===== config.mk =====
export PLATFORM = sky130hd
export DESIGN_NAME = lpsm_divider
export DESIGN_NICKNAME = d
export VERILOG_FILES = /design/src/sv/lpsm_pkg.sv /design/src/sv/lpsm_divider.sv
export SDC_FILE = /design/constraint.sdc
export NUM_CORES = 1
export LEC_CHECK = 0
export ABC_AREA = 1
export BUFFER_PORTS_ARGS = -buffer_cell sky130_fd_sc_hd__buf_2
export CORE_MARGIN = 2
export CORE_UTILIZATION = 42
export DETAILED_ROUTE_END_ITERATION = 16
export HOLD_SLACK_MARGIN = 0.03
export MAX_ROUTING_LAYER = met4
export PLACE_DENSITY = 0.66
export SYNTH_ARGS = -nofsm -noshare
export SYNTH_HDL_FRONTEND = slang
export SYNTH_SLANG_ARGS = --single-unit

===== constraint.sdc =====
create_clock -name i_clk -period 2.3 [get_ports i_clk]
set_clock_uncertainty 0.15 [all_clocks]
set_input_delay 0.46 -clock i_clk [delete_from_list [all_inputs] [get_ports i_clk]]
set_output_delay 0.46 -clock i_clk [all_outputs]
set_load 0.02 [all_outputs]

===== src/sv/lpsm_pkg.sv =====
`timescale 1ns / 1ps
// ----------------------------------------------------------------------------
// LED panel pixel scan mapper package
// Shared types, register indexes, reset values and default sizes.
// ----------------------------------------------------------------------------
package lpsm_pkg;

    localparam int FRAME_PIXELS_DEF = 65536;
    localparam int TILE_COLUMNS_DEF = 6;
    localparam int TILE_ROWS_DEF    = 12;

    localparam int PIXEL_W   = 24;
    localparam int COLOR_W   = 8;
    localparam int SECTION_W = 6;
    localparam int SIZE_W    = 8;
    localparam int CFG_IDX_W = 2;
    localparam int CFG_DAT_W = 8;
    localparam int UNIVERSE_W = 8;
    localparam int SLOT_W    = 7;
    localparam int PANEL_W   = 7;
    localparam int ADDR_IN_W = 16;

    localparam logic [SECTION_W-1:0] FIRST_SECTION_RST = 6'd0;
    localparam logic [SECTION_W-1:0] LAST_SECTION_RST  = 6'd0;
    localparam logic [SIZE_W-1:0]    FRAME_WIDTH_RST   = 8'd12;
    localparam logic [SIZE_W-1:0]    FRAME_HEIGHT_RST  = 8'd12;

    typedef enum logic [CFG_IDX_W-1:0] {
        CFG_FIRST_SECTION = 2'd0,
        CFG_LAST_SECTION  = 2'd1,
        CFG_FRAME_WIDTH   = 2'd2,
        CFG_FRAME_HEIGHT  = 2'd3
    } t_cfg_reg;

    typedef enum logic [3:0] {
        S_IDLE,
        S_START_COL,
        S_WAIT_COL,
        S_START_ROW,
        S_WAIT_ROW,
        S_ROW,
        S_ADDR,
        S_READ,
        S_OUT
    } t_state;

endpackage


===== src/sv/lpsm_divider.sv =====
`timescale 1ns / 1ps
// ----------------------------------------------------------------------------
// Restoring divider
// Divides an unsigned dividend by the 8-bit frame width, one quotient bit
// per cycle. Done pulses for one cycle when quotient and remainder are final.
// ----------------------------------------------------------------------------
module lpsm_divider #(
    parameter int DW = 12
) (
    input  logic                       i_clk,
    input  logic                       i_rst_n,
    input  logic                       i_start,
    input  logic [DW-1:0]              i_dividend,
    input  logic [lpsm_pkg::SIZE_W-1:0] i_divisor,
    output logic                       o_done,
    output logic [DW-1:0]              o_quotient,
    output logic [lpsm_pkg::SIZE_W-1:0] o_remainder
);

    localparam int CW = $clog2(DW + 1);
    localparam int SW = lpsm_pkg::SIZE_W;

    logic [CW-1:0] r_cnt;
    logic [CW-1:0] n_cnt;
    logic          r_done;
    logic          n_done;
    logic [DW-1:0] r_quo;
    logic [DW-1:0] n_quo;
    logic [SW-1:0] r_rem;
    logic [SW-1:0] n_rem;
    logic [SW:0]   shifted;
    logic          fits;

    always_comb begin
        shifted = {r_rem, r_quo[DW-1]};
        fits    = (shifted >= {1'b0, i_divisor});
        n_cnt   = r_cnt;
        n_done  = 1'b0;
        n_quo   = r_quo;
        n_rem   = r_rem;
        if (i_start) begin
            n_cnt = CW'(DW);
            n_quo = i_dividend;
            n_rem = '0;
        end else if (r_cnt != '0) begin
            n_cnt  = r_cnt - CW'(1);
            n_done = (r_cnt == CW'(1));
            n_quo  = {r_quo[DW-2:0], fits};
            n_rem  = fits ? SW'(shifted - {1'b0, i_divisor}) : shifted[SW-1:0];
        end
    end

    always_ff @(posedge i_clk) begin
        if (!i_rst_n) begin
            r_cnt  <= '0;
            r_done <= 1'b0;
        end else begin
            r_cnt  <= n_cnt;
            r_done <= n_done;
        end
    end

    always_ff @(posedge i_clk) begin
        r_quo <= n_quo;
        r_rem <= n_rem;
    end

    assign o_done      = r_done;
    assign o_quotient  = r_quo;
    assign o_remainder = r_rem;

endmodule


# --- After elaboration in Yosys (flattened, before gate mapping) ---
# Index checks and enable logic that the tools add are counted.
classes:
  shifts: 0
  bitwise_logic: 2
  div_mod_pow: 0
  mul: 0
  n_mux: 5
  order_cmp: 1
  n_addsub: 2
  reduce_logical: 4
  eq_ne: 1
ops:
  columns: ["op", "count"]
  rows:
  - ["$mux W12", 2]
  - ["$ge A9 B8 Y1", 1]
  - ["$mux W4", 2]
  - ["$mux W8", 1]
  - ["$sub A8 B8 Y8", 1]
  - ["$eq A4 B1 Y1 const B", 1]
  - ["$reduce_bool A4 Y1", 1]
  - ["$sub A4 B1 Y4 const B", 1]
  - ["$reduce_or A3 Y1", 1]
  - ["$not A1 Y1", 2]
  - ["$reduce_bool A2 Y1", 1]
  - ["$reduce_or A2 Y1", 1]
word_totals:
  input_bits: 23
  wordCells: 20
  output_inout_bits: 21
  ff_bits: 25
  romBits: 0
  ramBits: 0
  memories: 0
  latch_bits: 0

# --- Longest topological paths before layout ---
depth:
  ltp_word: 3
  ltp_mapped: 13

# --- Least setup slack after synthesis ---
# Ideal clock, no wire load.
synth_timing:
  path_type: "in2reg"
  startpoint: "input port i_divisor[2] in the netlist's numbering"
  endpoint: "register r_quo[0], in the netlist o_quotient[0] (data pin)"
  setup_ns: 0.258
  stages: 9
  required_ns: 1.892
  path_slack_ns: 0.397
  path_buffers: 0
  arrival_time_ns: 1.495
  cell_sequence: "inv_1 > ha_1 > or2_1 > nand3_2 > nand2_4 > nand2_8 > nand2_8 > inv_4 > o21ai_1"
synth_via:
  elab_chain_cells: 3
synth_rtl:
  columns: ["element", "line_no", "text"]
  rows:
  - ["start, declared", "lpsm_divider.sv:14", "input logic [lpsm_pkg::SIZE_W-1:0] i_divisor,"]
  - ["$ge A9 B8 Y1", "lpsm_divider.sv:36", "fits = (shifted >= {1'b0, i_divisor});"]
  - ["$mux W12", "lpsm_divider.sv:45", "end else if (r_cnt != '0) begin"]
  - ["$mux W12", "lpsm_divider.sv:41", "if (i_start) begin"]
  - ["via n_quo[0]", "lpsm_divider.sv:28", "logic [DW-1:0] n_quo;"]
  - ["end signal, assigned", "lpsm_divider.sv:64", "r_quo <= n_quo;"]
  - ["end, declared", "lpsm_divider.sv:27", "logic [DW-1:0] r_quo;"]
# The timed path passes the listed nets, and every way through them passes these cells. The select of a mux whose other input is x is not followed.
# A chain may end at the register's enable or synchronous reset.

# --- Worst setup path after layout ---
layout_timing:
  startpoint: "register r_quo[11], in the netlist o_quotient[11]"
  endpoint: "register r_rem[4], in the netlist o_remainder[4]"
layout_via:
  elab_chain_cells: 2
  word_cells_on_any_way: 3
layout_rtl:
  columns: ["element", "line_no", "text"]
  rows:
  - ["$sub A8 B8 Y8 / $ge A9 B8 Y1 (equally long branches)", "lpsm_divider.sv:49, lpsm_divider.sv:36", null]
  - ["$mux W8 *", "lpsm_divider.sv:49", "n_rem = fits ? SW'(shifted - {1'b0, i_divisor}) : shifted[SW-1:0];"]
  - ["end signal, assigned", "lpsm_divider.sv:65", "r_rem <= n_rem;"]
  - ["end, declared", "lpsm_divider.sv:29", "logic [SW-1:0] r_rem;"]
# Every way passes the cells marked *; elsewhere a longest branch is shown, timed or not.

==> results.txt <==
share of the synthesized area in the top cell type = 22.04%
CP Launch Type = flop
top cells by count, synth = 87 x nand2_1, 36 x inv_1, 13 x dfxtp_1, 13 x nand3_1
Via Count = 1461
HP Start = i_rst_n
Mapped Cells = 226
CTS tree = yes
Post-synth EDFFs = 12
Max Cap Violations = 0
first-pass GRT wire length = 5.223 mm
sequential fraction of the synthesis area = 37.95%
Critical Path End Type = flop
CTS hold repair buffers = 0
post-DR wirelength/cell = 10.57 um
clock sink count = 25
Num CTS Buffers = 3
Max Buffers Root-to-Sink = 2
worst-skew pair later-pin latency = 0.27 ns
# resized after CTS = 0
synth warn = 0
DR DRC count = 0
Critical Path Fanout Max = 3
Slew Limit Fails = 0
Antenna Cells = 0
worst r2r src = o_quotient[11]
post-CTS setup repair buffer count = 0
CP cell instances = inv_1 > ha_1 > fa_1 > o21bai_1 > xnor2_1 > nand2_1 > nand3_1 > nand2_1
layout cell share with drive strength beyond 1 = 22.59%
cell mode on critical path = nand2_1
critical path class = flop to flop
total gr overflow = 0
top-count cell post-synth = nand2_1
# nets final = 305
largest net degree at the start of global routing = 19
met2 WL = 1.504 mm
WL met3 = 166 um
vias in the first global route = 1145
root buf cell = clkbuf_8
FF/Latch Area = 620.6 um^2
Slew @ Worst Pin = 0.4863 ns
pwr dens = 952.0 mW/mm^2
Main synth FF type = dfxtp_1
die area = 0.004409 mm^2
core area = 0.003716 mm^2
Synth cell types = 32
Mapped Area = 0.001635 mm^2
Final Hold Viols = 0
dpl hpwl = 2.665 mm
max frequency = 513.4 MHz
# rows = 22
drt first pass iters = 4
wire length on met1 = 1.673 mm
Avg Inst Size Synth = 7.236 um^2
Syn Nets = 260
die width = 66.40 um
critical path's largest stage delay = 0.44 ns
post-route ant nets = 0
Worst path slowest cell = edfxtp_1
final setup vio count = 0
Final min period = 1.948 ns
Buf/Inv on CP = 1
status = finished clean
Synth async-reset ratio = 0%
Area contributors post-synth = edfxtp_1 22%, nand2_1 20%, dfxtp_1 16%
Area Growth Syn to Fin = 19.05%
Initial Utilization = 44.01%
#FFs+latches synth = 25
Crit path required time = 2.32 ns
number of DRC markers in iteration 0 = 57
die height = 66.40 um
Slew HR = 67.54%
CP delay by family, top = adder cells
number of H-tree levels = 1
gpl congestion = 0.8054
Routed WL = 3.360 mm
Synth area leader = edfxtp_1
Top Ports = 44
area occupied by multi-input gates = 848.3 um^2
fillcell total = 388
Vias/cell = 4.594
RSZ-0062 raised after global routing = no
Leak = 1.077 nW
Tot GR Track Use = 15.94%
Port Buffers = 43
Crit path arrival time = 1.97 ns
Final Cycle Share = 84.69%
top layer in use = met4
clock slew at reported path FFs = 0.08 ns
worst min-delay path class = input port to flop
Final TNS setup = 0 ns
Critical Path Source = o_quotient[11]
initial antenna violation count = 0
worst-case vdd ir drop = 0.4742 mV
Fin Hold WS = 0.2913 ns
where the power goes:
| part | internal [W] | total [W] | switching [W] |
|---|---|---|---|
| registers | 0.000567 | 0.000652 | 0.0000846 |
| logic | 0.000344 | 0.000942 | 0.000598 |
| clock network | 0.000121 | 0.000260 | 0.000138 |
kinds of logic after synthesis:
| family | count (synthesis) | share of synthesized area (%) |
|---|---|---|
| xor+xnor | 3 | 1.607 |
| buf+inv | 43 | 10.18 |
| fa+ha+maj | 11 | 8.875 |
| flops | 25 | 37.95 |
| simple gates | 127 | 35.42 |
| compound gates | 17 | 5.968 |
placed cells by master (no fill, tap or decap), drive strengths merged, types with 2 or more instances in the layout:
| master | n |
|---|---|
| clkbuf | 3 |
| ha | 10 |
| nand3 | 14 |
| nor2 | 18 |
| inv | 38 |
| buf | 44 |
| clkinv | 2 |
| edfxtp | 12 |
| o21ai | 8 |
| nand2 | 91 |
| dfxtp | 13 |
| a21oi | 4 |
| xor2 | 2 |
| o31ai | 2 |
sequential cells by signal (all words and copies together), names as in the netlist:
signal       cells
o_done           1
o_quotient      12
o_remainder      8
r_cnt            4
cell type report:
type | count | area share (%)
tap | 48 | 3.085
multi-input combinational | 158 | 43.57
clock inverter | 1 | 0.2571
sequential | 25 | 31.88
clock buffer | 3 | 2.121
timing repair buffer | 44 | 11.44
inverter | 39 | 7.648
final timing paths:
kind	end	slack [ns]	depth (start not counted)
setup / recovery	o_remainder[4]	0.35	8
hold / removal	r_cnt[3]	0.29	3
setup reg to reg	o_remainder[4]	0.35	8
hold reg to reg	r_cnt[2]	0.35	2
per-layer routing:
layer	track usage [%]	up-vias
met3	3.578	2
met2	24.63	33
met4	2.296	0
met1	21.93	637
met5	-	-
li1	-	789
worst reg2reg max path: stages (launching register included):
cell and delay, ns:
edfxtp_1 0.44, inv_1 0.06, ha_1 0.20, fa_1 0.43
o21bai_1 0.19, xnor2_1 0.16, nand2_1 0.08, nand3_1 0.09
nand2_1 0.05
stage by stage:
stage | instances | util [%] | setup WS, ns | area, um^2 | power (W)
floorplan | 226 | - | 0.3971 | 1635 | 0.001374
global placement | 314 | 51.14 | 0.2613 | 1901 | 0.001600
detailed placement | 314 | 51.14 | 0.2253 | 1901 | 0.001606
CTS | 318 | 52.39 | 0.3458 | 1947 | 0.001863
global route | 318 | 52.39 | 0.2464 | 1947 | 0.001997
finish | 318 | 52.39 | 0.3521 | 1947 | 0.001853
(Power assumes the default switching activity.)
